File: config.mk
export PLATFORM = sky130hd
export DESIGN_NAME = gtrfb_ctrl
export DESIGN_NICKNAME = d
export VERILOG_FILES = /design/src/hdl/gtrfb_pkg.sv /design/src/hdl/gtrfb_ctrl.sv
export SDC_FILE = /design/constraint.sdc
export NUM_CORES = 1
export LEC_CHECK = 0
export ABC_CLOCK_PERIOD_IN_PS = 3500
export BUFFER_PORTS_ARGS = -buffer_cell sky130_fd_sc_hd__buf_2
export CORE_AREA = 8 8 45 47
export CTS_BUF_LIST = sky130_fd_sc_hd__clkbuf_2 sky130_fd_sc_hd__clkbuf_4 sky130_fd_sc_hd__clkbuf_8
export DETAILED_ROUTE_END_ITERATION = 10
export DIE_AREA = 0 0 53 55
export PLACE_DENSITY = 0.62
export SYNTH_ARGS = -nofsm -noshare
export SYNTH_HDL_FRONTEND = slang
export SYNTH_SLANG_ARGS = --single-unit
File: constraint.sdc
create_clock -name clk -period 3.5 [get_ports clk]
set_clock_uncertainty 0.2 [all_clocks]
set_input_delay 0.7 -clock clk [delete_from_list [all_inputs] [get_ports clk]]
set_output_delay 0.7 -clock clk [all_outputs]
set_load 0.1 [all_outputs]
File: src/hdl/gtrfb_pkg.sv
// ---------------------------------------------------------------------------
// gtrfb_pkg: shared types and constants for the glyph framebuffer
// Command codes, controller/datapath command and status bundles, and the
// 5x7 glyph ROM as a lookup function.
// ---------------------------------------------------------------------------
package gtrfb_pkg;

  localparam int GLYPH_COLS = 5;
  localparam int GLYPH_ROWS = 7;
  // two page bytes per glyph column at most
  localparam int DRAW_BYTES = 2 * GLYPH_COLS;

  typedef enum logic [1:0] {
    CMD_FILL = 2'd0,
    CMD_DRAW = 2'd1,
    CMD_READ = 2'd2,
    CMD_NOP  = 2'd3
  } gtrfb_cmd_e;

  // column c of a glyph, bit r = row r
  typedef logic [GLYPH_COLS-1:0][GLYPH_ROWS-1:0] glyph_t;

  typedef struct packed {
    logic load;       // capture the accepted item
    logic sweep_wr;   // write one byte of a fill or clear sweep
    logic use_fill;   // sweep data is the fill byte, else zero
    logic draw_step;  // read one byte of the cell, queue its write
    logic rd_issue;   // read the byte at the read index
    logic out_load;   // load the result register
  } gtrfb_cmd_t;

  typedef struct packed {
    logic sweep_last;
    logic draw_last;
  } gtrfb_sts_t;

  function automatic glyph_t glyph_cols(input logic [6:0] c0, input logic [6:0] c1,
                                        input logic [6:0] c2, input logic [6:0] c3,
                                        input logic [6:0] c4);
    glyph_t g;
    g[0] = c0;
    g[1] = c1;
    g[2] = c2;
    g[3] = c3;
    g[4] = c4;
    return g;
  endfunction

  // unmapped codes fall back to the blank glyph
  function automatic glyph_t glyph_lookup(input logic [7:0] code);
    glyph_t g;
    unique case (code)
      8'h2D:   g = glyph_cols(7'h08, 7'h08, 7'h08, 7'h08, 7'h08); // -
      8'h2E:   g = glyph_cols(7'h00, 7'h60, 7'h60, 7'h00, 7'h00); // .
      8'h3A:   g = glyph_cols(7'h00, 7'h36, 7'h36, 7'h00, 7'h00); // :
      8'h30:   g = glyph_cols(7'h3E, 7'h51, 7'h49, 7'h45, 7'h3E);
      8'h31:   g = glyph_cols(7'h00, 7'h42, 7'h7F, 7'h40, 7'h00);
      8'h32:   g = glyph_cols(7'h62, 7'h51, 7'h49, 7'h49, 7'h46);
      8'h33:   g = glyph_cols(7'h22, 7'h49, 7'h49, 7'h49, 7'h36);
      8'h34:   g = glyph_cols(7'h18, 7'h14, 7'h12, 7'h7F, 7'h10);
      8'h35:   g = glyph_cols(7'h2F, 7'h49, 7'h49, 7'h49, 7'h31);
      8'h36:   g = glyph_cols(7'h3E, 7'h49, 7'h49, 7'h49, 7'h32);
      8'h37:   g = glyph_cols(7'h01, 7'h71, 7'h09, 7'h05, 7'h03);
      8'h38:   g = glyph_cols(7'h36, 7'h49, 7'h49, 7'h49, 7'h36);
      8'h39:   g = glyph_cols(7'h26, 7'h49, 7'h49, 7'h49, 7'h3E);
      8'h41:   g = glyph_cols(7'h7E, 7'h11, 7'h11, 7'h11, 7'h7E);
      8'h43:   g = glyph_cols(7'h3E, 7'h41, 7'h41, 7'h41, 7'h22);
      8'h45:   g = glyph_cols(7'h7F, 7'h49, 7'h49, 7'h49, 7'h41);
      8'h46:   g = glyph_cols(7'h7F, 7'h09, 7'h09, 7'h09, 7'h01);
      8'h47:   g = glyph_cols(7'h3E, 7'h41, 7'h49, 7'h49, 7'h3A);
      8'h48:   g = glyph_cols(7'h7F, 7'h08, 7'h08, 7'h08, 7'h7F);
      8'h4C:   g = glyph_cols(7'h7F, 7'h40, 7'h40, 7'h40, 7'h40);
      8'h4E:   g = glyph_cols(7'h7F, 7'h06, 7'h18, 7'h60, 7'h7F);
      8'h4F:   g = glyph_cols(7'h3E, 7'h41, 7'h41, 7'h41, 7'h3E);
      8'h52:   g = glyph_cols(7'h7F, 7'h09, 7'h19, 7'h29, 7'h46);
      8'h54:   g = glyph_cols(7'h01, 7'h01, 7'h7F, 7'h01, 7'h01);
      8'h55:   g = glyph_cols(7'h3F, 7'h40, 7'h40, 7'h40, 7'h3F);
      default: g = '0; // space and everything unmapped
    endcase
    return g;
  endfunction

endpackage

File: src/hdl/gtrfb_ctrl.sv
// ---------------------------------------------------------------------------
// gtrfb_ctrl: command sequencer
// Clears the store after reset, then takes one command at a time and steps
// the datapath through its fill sweep, cell update or byte read.
// ---------------------------------------------------------------------------
module gtrfb_ctrl import gtrfb_pkg::*; (
  input  logic       clk,
  input  logic       rst_n,
  input  logic       in_valid,
  input  logic [1:0] in_command,
  output logic       in_ready,
  output logic       out_valid,
  input  logic       out_ready,
  output gtrfb_cmd_t cmd,
  input  gtrfb_sts_t sts
);

  typedef enum logic [5:0] {
    ST_CLEAR  = 6'b000001,
    ST_IDLE   = 6'b000010,
    ST_FILL   = 6'b000100,
    ST_DRAW   = 6'b001000,
    ST_READ   = 6'b010000,
    ST_FINISH = 6'b100000
  } state_t;

  state_t state_r, state_nxt;
  logic   out_valid_r, out_valid_nxt;
  logic   slot_free;

  assign slot_free = !out_valid_r || out_ready;

  always_comb begin
    state_nxt = state_r;
    cmd       = '0;
    in_ready  = 1'b0;
    unique case (state_r)
      ST_CLEAR: begin
        cmd.sweep_wr = 1'b1;
        if (sts.sweep_last) begin
          state_nxt = ST_IDLE;
        end
      end
      ST_IDLE: begin
        in_ready = 1'b1;
        if (in_valid) begin
          cmd.load = 1'b1;
          unique case (in_command)
            CMD_FILL: state_nxt = ST_FILL;
            CMD_DRAW: state_nxt = ST_DRAW;
            CMD_READ: state_nxt = ST_READ;
            default:  state_nxt = ST_FINISH;
          endcase
        end
      end
      ST_FILL: begin
        cmd.sweep_wr = 1'b1;
        cmd.use_fill = 1'b1;
        if (sts.sweep_last) begin
          state_nxt = ST_FINISH;
        end
      end
      ST_DRAW: begin
        cmd.draw_step = 1'b1;
        if (sts.draw_last) begin
          state_nxt = ST_FINISH;
        end
      end
      ST_READ: begin
        cmd.rd_issue = 1'b1;
        state_nxt    = ST_FINISH;
      end
      ST_FINISH: begin
        if (slot_free) begin
          cmd.out_load = 1'b1;
          state_nxt    = ST_IDLE;
        end
      end
      default: state_nxt = ST_IDLE;
    endcase
  end

  always_comb begin
    out_valid_nxt = out_valid_r;
    if (cmd.out_load) begin
      out_valid_nxt = 1'b1;
    end else if (out_ready) begin
      out_valid_nxt = 1'b0;
    end
  end

  always_ff @(posedge clk) begin
    if (!rst_n) begin
      state_r     <= ST_CLEAR;
      out_valid_r <= 1'b0;
    end else begin
      state_r     <= state_nxt;
      out_valid_r <= out_valid_nxt;
    end
  end

  assign out_valid = out_valid_r;

`ifndef SYNTH
  a_finish_posts_result: assert property (@(posedge clk) disable iff (!rst_n)
    (state_r == ST_FINISH && slot_free) |=> (out_valid_r && state_r == ST_IDLE))
    else $error("finished command did not post its result");

  a_single_memory_op: assert property (@(posedge clk) disable iff (!rst_n)
    !(cmd.sweep_wr && (cmd.draw_step || cmd.rd_issue || cmd.load)))
    else $error("sweep overlaps another memory operation");
`endif

endmodule

== After elaboration in Yosys (flattened, before gate mapping) ==
Index checks and enable logic that the tools add are counted.
Widths: inputs -> output; s select.
Storage, ports and cells
  input bits: 8
  logic and storage cells: 39
  output and inout bits: 8
  register bits: 7
Operators by class
  reduce and logical (&&, ||, !) cells: 6
  equal/unequal tests: 13
  multiplexer cells: 18
Operators by type and width (count)
  $pmux 6 s6: 1
  $mux 6: 5
  $pmux 6 s3: 1
  $mux 1: 11
  $ne 2x2->1 const B: 5
  $eq 6x1->1 const B: 1
  $eq 6x2->1 const B: 1
  $eq 6x3->1 const B: 1
  $eq 6x4->1 const B: 1
  $eq 6x5->1 const B: 1
  $eq 6x6->1 const B: 1
  $reduce_and 5->1: 1
  $eq 2x1->1 const B: 1
  $eq 2x2->1 const B: 1
  $logic_not 2->1: 1
  $reduce_bool 2->1: 1
  $reduce_or 2->1: 1
  $logic_not 1->1: 1
  $logic_or 1x1->1: 1

== Depth between registers and ports, before layout ==
Gate-level depths: netlist (run 1).
  word-level depth: 5
  depth in mapped cells: 6
  depth with buffers taken out: 4

== Worst setup path before layout (run 1) ==
No wires, ideal clock.
  path kind: reg2out
  from: reg state_r[2]
  to: out cmd[2] in the netlist's numbering
  data required time: 2600 ps
  setup slack: -389 ps
  cell stages (with the launch flop): 4
  arrival time: 2989 ps
  buffers on the path: 1
  cell sequence: dfxtp_1 -> buf_4 -> or3b_2 -> nor3_1
RTL lines
  start: declaration: RTL line gtrfb_ctrl.sv:27  | state_t state_r, state_nxt;
  start signal: assignment: RTL line gtrfb_ctrl.sv:97  | state_r <= state_nxt;
  end: declaration: RTL line gtrfb_ctrl.sv:14  | output gtrfb_cmd_t cmd,

==> results.cfg, run 1 <==
[outcome]
status = complete, no violations

[yosys]
async_reset_ff_frac = 0
post_synth_num_cell_types = 37
synth-edff-count = 0
synthCells = 65
netlist_area_sq_um = 521.8
yosys_register_bits = 7
syn_nets = 73
yosys_warnings = 0
synthFlopType = dfxtp_1
syn_avg_cell_area_sq_um = 8.027
seq_area_frac_synth = 0.2686

[timing]
max_clock_freq_mhz = 341.6
relSlewSlack = 0.6756
holdWs_ns = 0.4586
finalMaxSlewViolations = 0
setup_tns_ns = 0
final-setup-viol-count = 0
rsz0062_at_grt = no
finalHoldViolCount = 0
min_period_ns = 2.928
tightest_slew_ns = 0.4899
min_period_over_period = 0.8365

[cts]
cts-root-buf = clkbuf_4
clkLatencyLatePin_ns = 0.26
path_clk_slew_ns = 0.05
cts_buffers = 3
cts_sinks = 7
cts_max_path_buffers = 2
cts_tree = built
cts-resized-gates = 0
cts-htree-levels = 1
cts_setup_buffers = 0
postCtsHoldBufs = 0

[route]
routedWlPerCell_um = 15.06
vias = 551
wl_um = 1431
drc_errors = 0
firstDrtPassIters = 4
via_per_inst = 5.800
ant_nets = 0
drt_iter0_markers = 12

[global_routing]
grt_max_degree = 13
grt_pass1_wl_um = 2214
grt_usage = 0.1039
grt_overflow = 0
antenna_found_initial = 0
grt_pass1_vias = 489

[critical_path]
cp-end-kind = primary output
crit_family = simple AND/OR/NAND/NOR gates
worstSetupPathType = reg2out
crit_path_max_incr_delay_ns = 0.46
crit_start = state_r[2]$_SDFFE_PN0P_
worst_setup_path_start_kind = register
reg2reg_from = state_r[1]$_SDFFE_PN0P_
reg2reg_slack_ns = 1.26
critPathSlowestCell = nor3_1
worst_r2r_path_depth = 4
critPathMaxFanout = 12
path_cells = nor3_1 > and3_2 > and2_1 > buf_2
cp.depth = 4
path_buf_inv = 1
crit_end = cmd[5]
required_ns = 2.60
cp.arrival_ns = 2.03
regToRegEndpoint = state_r[2]$_SDFFE_PN0P_

[die]
die_w_um = 53
start_util = 0.3770
num_rows = 14
die_area_sq_mm = 0.002915
die_y_um = 55
ios = 16
core-area_sq_mm = 0.001384

[cells_and_area]
n_antenna_cell = 0
fin_nets = 88
postLayoutCellArea_sq_um = 619.3
layoutNonFillerInstCount = 95
synthToLayoutAreaGrowth_pct = 18.71
layout-drive-gt1-share = 0.3544
n_fill_cell = 149
multiInputGateArea_sq_um = 349.1
regArea_sq_um = 140.1

[placed_design]
portBuffers = 15
dp_cells = 91
dpl.hpwl_um = 1052
dpl_cell_area_sq_um = 591.8
gp_congestion = 0.8328

[min_path]
hp-class = reg2reg
hp-start = state_r[5]$_SDFFE_PN0P_

[pwr]
p_leak_nw = 0.2635
ir_worst_vdd_v = 0.0002221
powerDensity_mw_per_mm2 = 372.5

[flow_run]
drv_cap = 0
tightest hold or removal path, stage by stage (launching register included):
cell,delay (ns)
dfxtp_1,0.40
a31oi_1,0.17
nor2_1,0.05
metrics by stage:
step	total power, mW	util	setup slack, ns
finish	0.2307	0.4476	0.5723
global route	0.2459	0.4476	0.3996
CTS	0.2314	0.4476	0.5814
detailed placement	0.1557	0.4277	0.8709
global placement	0.1552	0.4277	0.8701
floorplan	0.1446	-	0.4175
layer usage:
metal	part of all wire	track usage	wire length [um]
met3	0.10	0.06952	149
met5	0	0	0
met1	0.39	0.1005	558
met4	0	0.02586	0
met2	0.51	0.1797	723
registers in the layout, indices dropped and copies added (netlist names):
signal,flops
state_r,6
out_valid,1
layout by cell type, fill, tap and decap left out, drive strengths merged, types with 2 or more instances in the layout:
cell	n
and3	2
or4b	4
inv	2
a31oi	2
clkbuf	3
nor3	4
or4	2
xnor2	2
o41ai	2
dfxtp	7
a21oi	2
o21ai	3
buf	15
or3b	2
nand4b	2
nor2	7
nand2	2
cell type report:
class	instances	area share
multi-input combinational	51	0.5636
sequential	7	0.2263
timing repair buffer	15	0.1212
clock buffer	3	0.03636
tap	16	0.03232
inverter	2	0.01212
clock inverter	1	0.008081
cell families after synthesis:
| kind of cell | Yosys count | synth area share |
|---|---|---|
| DFF | 7 | 0.2686 |
| AOI/OAI and AO/OA | 14 | 0.1823 |
| and+or+nand+nor | 34 | 0.4173 |
| buffers and inverters | 7 | 0.08151 |
| xor gates and xnor gates | 3 | 0.05037 |
Yosys cell counts (2+ instances only):
| master | n | share of area |
|---|---|---|
| a21oi_1 | 2 | 0.019 |
| a31oi_1 | 2 | 0.024 |
| buf_4 | 2 | 0.029 |
| dfxtp_1 | 7 | 0.27 |
| inv_1 | 2 | 0.014 |
| nand2_1 | 2 | 0.014 |
| nand4b_1 | 2 | 0.034 |
| nor2_1 | 7 | 0.050 |
| nor3_1 | 4 | 0.038 |
| o21ai_0 | 3 | 0.029 |
| o41ai_1 | 2 | 0.034 |
| or4_1 | 2 | 0.029 |
| or4b_2 | 3 | 0.058 |
| xnor2_1 | 2 | 0.034 |
worst min path at each step:
stage	slack, ns	cells past startpoint	endpoint
floorplan	0.36	2	state_r[0]$_SDFFE_PN1P_
global placement	0.45	2	out_valid$_SDFFE_PN0P_
detailed placement	0.44	2	out_valid$_SDFFE_PN0P_
CTS	0.46	2	out_valid$_SDFFE_PN0P_
global route	0.50	2	out_valid$_SDFFE_PN0P_
finish	0.46	2	out_valid$_SDFFE_PN0P_
report_power, final:
group	internal [mW]	switching (mW)	total, mW
sequential	0.0831	0.00778	0.0908
clock	0.0419	0.0340	0.0759
combinational	0.0181	0.0458	0.0639
Note: power is estimated with default switching activity, not from simulation.
==> run 2: changes to the inputs <==
--- a/config.mk
+++ b/config.mk
@@ -5,13 +5,13 @@
 export SDC_FILE = /design/constraint.sdc
 export NUM_CORES = 1
 export LEC_CHECK = 0
-export ABC_CLOCK_PERIOD_IN_PS = 3500
+export ABC_CLOCK_PERIOD_IN_PS = 2600
 export BUFFER_PORTS_ARGS = -buffer_cell sky130_fd_sc_hd__buf_2
 export CORE_AREA = 8 8 45 47
 export CTS_BUF_LIST = sky130_fd_sc_hd__clkbuf_2 sky130_fd_sc_hd__clkbuf_4 sky130_fd_sc_hd__clkbuf_8
 export DETAILED_ROUTE_END_ITERATION = 10
 export DIE_AREA = 0 0 53 55
-export PLACE_DENSITY = 0.62
+export PLACE_DENSITY = 0.64
 export SYNTH_ARGS = -nofsm -noshare
 export SYNTH_HDL_FRONTEND = slang
 export SYNTH_SLANG_ARGS = --single-unit
==> constraint.sdc (replaced) <==
create_clock -name clk -period 2.6 [get_ports clk]
set_clock_uncertainty 0.2 [all_clocks]
set_input_delay 0.52 -clock clk [delete_from_list [all_inputs] [get_ports clk]]
set_output_delay 0.52 -clock clk [all_outputs]
set_load 0.1 [all_outputs]
==> run 2 against run 1 <==
Largest cell class unchanged. Largest power group unchanged. Worst hold slack lost 0.13 ns. Clock power is 45% higher. Cell count rose by 1.1%. Sequential power is 35% higher. Register-to-register slack got worse by 0.88 ns. Sequential share of layout area shrank 1.7 points. Utilization up 3.5 points. Sequential cell count did not move. First-iteration DRC count increased by 58%.
==> results.cfg, run 2 (synthesis results as in run 1) <==
[outcome]
status = complete, no violations

[critical_path]
crit_start = state_r[1]$_SDFFE_PN0P_
crit_path_max_incr_delay_ns = 0.42
worstSetupPathType = reg2out
critPathSlowestCell = buf_2
crit_family = simple AND/OR/NAND/NOR gates
cp.arrival_ns = 1.79
cp-end-kind = primary output
reg2reg_slack_ns = 0.38
worst_r2r_path_depth = 4
regToRegEndpoint = state_r[2]$_SDFFE_PN0P_
reg2reg_from = state_r[1]$_SDFFE_PN0P_
critPathMaxFanout = 12
required_ns = 1.88
path_cells = or2_2 > nor2_1 > and3_1 > buf_2
path_buf_inv = 1
worst_setup_path_start_kind = register

[timing]
rsz0062_at_grt = no
min_period_ns = 2.510
final-setup-viol-count = 0
relSlewSlack = 0.6744
min_period_over_period = 0.9653
finalHoldViolCount = 0
max_clock_freq_mhz = 398.4
finalMaxSlewViolations = 0
tightest_slew_ns = 0.4918

[route]
routedWlPerCell_um = 15.27
wl_um = 1466
via_per_inst = 6.010
drt_iter0_markers = 19
ant_nets = 0
firstDrtPassIters = 4
vias = 577
drc_errors = 0

[cts]
cts-root-buf = clkbuf_4
cts_buffers = 3
cts_max_path_buffers = 2
cts-htree-levels = 1
clkLatencyLatePin_ns = 0.26
path_clk_slew_ns = 0.05
cts_sinks = 7
cts_setup_buffers = 0
cts_tree = built

[flow_run]
drv_cap = 0

[pwr]
ir_worst_vdd_v = 0.0003281
p_leak_nw = 0.2718
powerDensity_mw_per_mm2 = 492.4

[die]
start_util = 0.3770
ios = 16
die_y_um = 55
core-area_sq_mm = 0.001384
die_area_sq_mm = 0.002915
num_rows = 14
die_w_um = 53

[min_path]
hold_end = state_r[0]$_SDFFE_PN1P_
hold_depth = 2
hp-start = rst_n
hp-class = in2reg

[placed_design]
gp_congestion = 0.8262
portBuffers = 15
dp_cells = 92
dpl.hpwl_um = 1121

[global_routing]
grt_pass1_wl_um = 2435
antenna_found_initial = 0
grt_overflow = 0
grt_max_degree = 13
grt_usage = 0.1093
grt_pass1_vias = 579

[cells_and_area]
fin_util = 0.4828
layout-drive-gt1-share = 0.4000
regMostFlops = state_r
mostFrequentLayoutCells = buf_2 (11), dfxtp_1 (7), nor2_1 (6), clkbuf_4 (6)
final_common_cell = buf_2
largest_reg_flops = 6
layoutNonFillerInstCount = 96
n_antenna_cell = 0
regArea_sq_um = 140.1
fin_nets = 89
synthToLayoutAreaGrowth_pct = 28.06
multiInputGateArea_sq_um = 365.4
n_fill_cell = 135
==> run 2: layout make-up <==
class                           count  area share
Clock buffer                        4     0.04494
Inverter                            2     0.01124
Multi-Input combinational cell     51      0.5468
Sequential cell                     7      0.2097
Tap cell                           16     0.02996
Timing Repair Buffer               16      0.1573
==> run 2: what timing repair did <==
item	CTS	global route
endpoints found under the setup margin	1	3
hold endpoints to repair	0	0
hold buffers	0	0
gates resized for setup	1	3
==> run 2: report_power, final <==
group,switching [mW],internal [mW]
registers,0.0108,0.112
clock network,0.0413,0.0690
logic,0.0650,0.0309
total,0.117,0.212
==> run 2: worst register-to-register path: cells and delay by family (launching register included) <==
family           cells  cell delay [ns]
AO/OA/AOI/OAI        1             0.15
flip-flops           1             0.52
AND/OR/NAND/NOR      3             1.27
==> run 2: worst max-delay path by stage <==
stage / to / slack, ns / depth (start not counted)
final: cmd[1] / 0.09 / 4
after global routing: cmd[1] / 0.04 / 4
after CTS: cmd[2] / 0.07 / 3
after detailed placement: in_ready / 0.28 / 3
after global placement: in_ready / 0.32 / 3
after floorplan: cmd[4] / -0.17 / 3
==> run 2: routing by layer <==
layer	routed length, um	up-vias	GRT usage	part of all wire
met5	0	-	0	0
met4	19	0	0.04310	0.013
met3	148	4	0.05080	0.10
met2	722	26	0.1914	0.49
met1	575	270	0.1109	0.39
li1	-	277	-	-
==> run 2: metrics by stage <==
step                      hold slack (ns)  setup WS (ns)  TNS (ns)  power (mW)  instance area, sq um
final                              0.3260        0.09012         0      0.3290                 668.1
after global routing               0.3436        0.03555         0      0.3457                 668.1
after CTS                          0.3173        0.06933         0      0.3313                 658.1
after detailed placement           0.4432         0.2831         0      0.2188                 625.6
after global placement             0.4345         0.3181         0      0.2178                 625.6
after floorplan                    0.3596        -0.1704   -0.1704      0.1965                 544.3
==> run 3: changes to the inputs <==
--- a/config.mk
+++ b/config.mk
@@ -7,11 +7,12 @@
 export LEC_CHECK = 0
 export ABC_CLOCK_PERIOD_IN_PS = 2600
 export BUFFER_PORTS_ARGS = -buffer_cell sky130_fd_sc_hd__buf_2
-export CORE_AREA = 8 8 45 47
+export CORE_MARGIN = 8
+export CORE_UTILIZATION = 40
 export CTS_BUF_LIST = sky130_fd_sc_hd__clkbuf_2 sky130_fd_sc_hd__clkbuf_4 sky130_fd_sc_hd__clkbuf_8
+export CTS_CLUSTER_DIAMETER = 30
 export DETAILED_ROUTE_END_ITERATION = 10
-export DIE_AREA = 0 0 53 55
-export PLACE_DENSITY = 0.64
+export PLACE_DENSITY = 0.65
 export SYNTH_ARGS = -nofsm -noshare
 export SYNTH_HDL_FRONTEND = slang
 export SYNTH_SLANG_ARGS = --single-unit
==> run 3 against run 2 <==
Critical path depth unchanged. Worst hold slack got worse by 0.022 ns. Sequential share of layout area down 0.27 points. Via count rose by 0.52%. Fmax up 1.1%. Sequential cell count stayed put. Non-clock buffer count is the same. Sequential power about the same. Die area down 6.8%. Critical endpoint unchanged.
==> results.cfg, run 3 (synthesis results as in run 1) <==
[cells_and_area]
layoutNonFillerInstCount = 95
n_fill_cell = 120
layout-drive-gt1-share = 0.4000
fin_nets = 89
regMostFlops = state_r
synthToLayoutAreaGrowth_pct = 29.74
final_common_cell = buf_2
mostFrequentLayoutCells = buf_2 (12), dfxtp_1 (7), nor2_1 (6)
largest_reg_flops = 6
postLayoutCellArea_sq_um = 676.9
n_antenna_cell = 0

[critical_path]
critPathMaxFanout = 12
reg2reg_from = state_r[1]$_SDFFE_PN0P_
path_buf_inv = 1
path_cells = or2_2 > nor2_1 > and3_1 > buf_2
crit_end = cmd[1]
reg2reg_slack_ns = 0.41
cp.arrival_ns = 1.76
critPathSlowestCell = buf_2
regToRegEndpoint = state_r[2]$_SDFFE_PN0P_
required_ns = 1.88
crit_start = state_r[1]$_SDFFE_PN0P_
worst_setup_path_start_kind = register
worst_r2r_path_depth = 4
worstSetupPathType = reg2out
cp-end-kind = primary output
crit_path_max_incr_delay_ns = 0.42
crit_family = simple AND/OR/NAND/NOR gates
cp.depth = 4

[cts]
cts_tree = built
cts_buffers = 3
clkLatencyLatePin_ns = 0.25
cts-htree-levels = 1
cts_sinks = 7
path_clk_slew_ns = 0.05
cts_max_path_buffers = 2
postCtsHoldBufs = 0
cts-root-buf = clkbuf_4

[die]
ios = 16
die_w_um = 52.12
die_area_sq_mm = 0.002716
num_rows = 13
core-area_sq_mm = 0.001252
start_util = 0.4166
die_y_um = 52.12

[timing]
max_clock_freq_mhz = 402.9
final-setup-viol-count = 0
relSlewSlack = 0.6769
tightest_slew_ns = 0.4880
rsz0062_at_grt = no
min_period_ns = 2.482
min_period_over_period = 0.9546
finalMaxSlewViolations = 0
finalHoldViolCount = 0
holdWs_ns = 0.3039

[pwr]
powerDensity_mw_per_mm2 = 487.5
p_leak_nw = 0.2758
ir_worst_vdd_v = 0.0003943

[route]
wl_um = 1363
routedWlPerCell_um = 14.35
drt_iter0_markers = 11
firstDrtPassIters = 4
via_per_inst = 6.105
vias = 580
drc_errors = 0
ant_nets = 0

[global_routing]
grt_overflow = 0
grt_pass1_vias = 547
antenna_found_initial = 0
grt_usage = 0.1106
grt_pass1_wl_um = 2325
grt_max_degree = 13

[min_path]
hp-class = in2reg
hold_depth = 2

[outcome]
status = complete, no violations

[placed_design]
dp_cells = 91
dpl_cell_area_sq_um = 639.4
portBuffers = 15
dpl.hpwl_um = 1046
gp_congestion = 0.7836

[flow_run]
drv_cap = 0
==> run 3: through the flow <==
stage          TNS, ns  power, mW    util  worst slack (ns)
3_3_place_gp         0     0.2226  0.5105            0.3712
3_5_place_dp         0     0.2229  0.5105            0.3520
2_1_floorplan  -0.1704     0.1965       -           -0.1704
5_1_grt              0     0.3483  0.5405          0.005329
6_report             0     0.3300  0.5405            0.1181
4_1_cts              0     0.3336  0.5345           0.07016
==> run 3: repair_timing <==
action	4_1_cts	5_1_grt
buffers inserted	0	0
resized for setup	0	2
endpoints found under the setup margin	0	3
==> run 3: metal layers <==
layer	wire (um)	GRT usage	vias up
li1	-	-	282
met1	625	0.1242	271
met2	583	0.1740	25
met3	133	0.04843	2
met4	20	0.05310	0
met5	0	0	-
==> run 3: layout make-up <==
class | instances | area [sq um] | share of cell area
clock buffer | 4 | 30.03 | 0.04436
inverter | 2 | 7.507 | 0.01109
multi-input combinational | 51 | 365.4 | 0.5397
sequential | 7 | 140.1 | 0.2070
tap | 15 | 18.77 | 0.02773
timing repair buffer | 16 | 115.1 | 0.1701
==> run 3: worst min path at each step <==
stage / start / end / slack (ns)
after global routing: rst_n / state_r[0]$_SDFFE_PN1P_ / 0.30
after global placement: state_r[2]$_SDFFE_PN0P_ / state_r[2]$_SDFFE_PN0P_ / 0.42
after floorplan: state_r[1]$_SDFFE_PN0P_ / state_r[0]$_SDFFE_PN1P_ / 0.36
after detailed placement: state_r[2]$_SDFFE_PN0P_ / state_r[2]$_SDFFE_PN0P_ / 0.43
after CTS: rst_n / state_r[0]$_SDFFE_PN1P_ / 0.30
final: rst_n / state_r[0]$_SDFFE_PN1P_ / 0.30
==> run 3: report_power, final <==
| group | switching (mW) | total [mW] | internal [mW] |
|---|---|---|---|
| logic | 0.0647 | 0.0988 | 0.0341 |
| registers | 0.0109 | 0.123 | 0.112 |
| clock network | 0.0394 | 0.108 | 0.0689 |
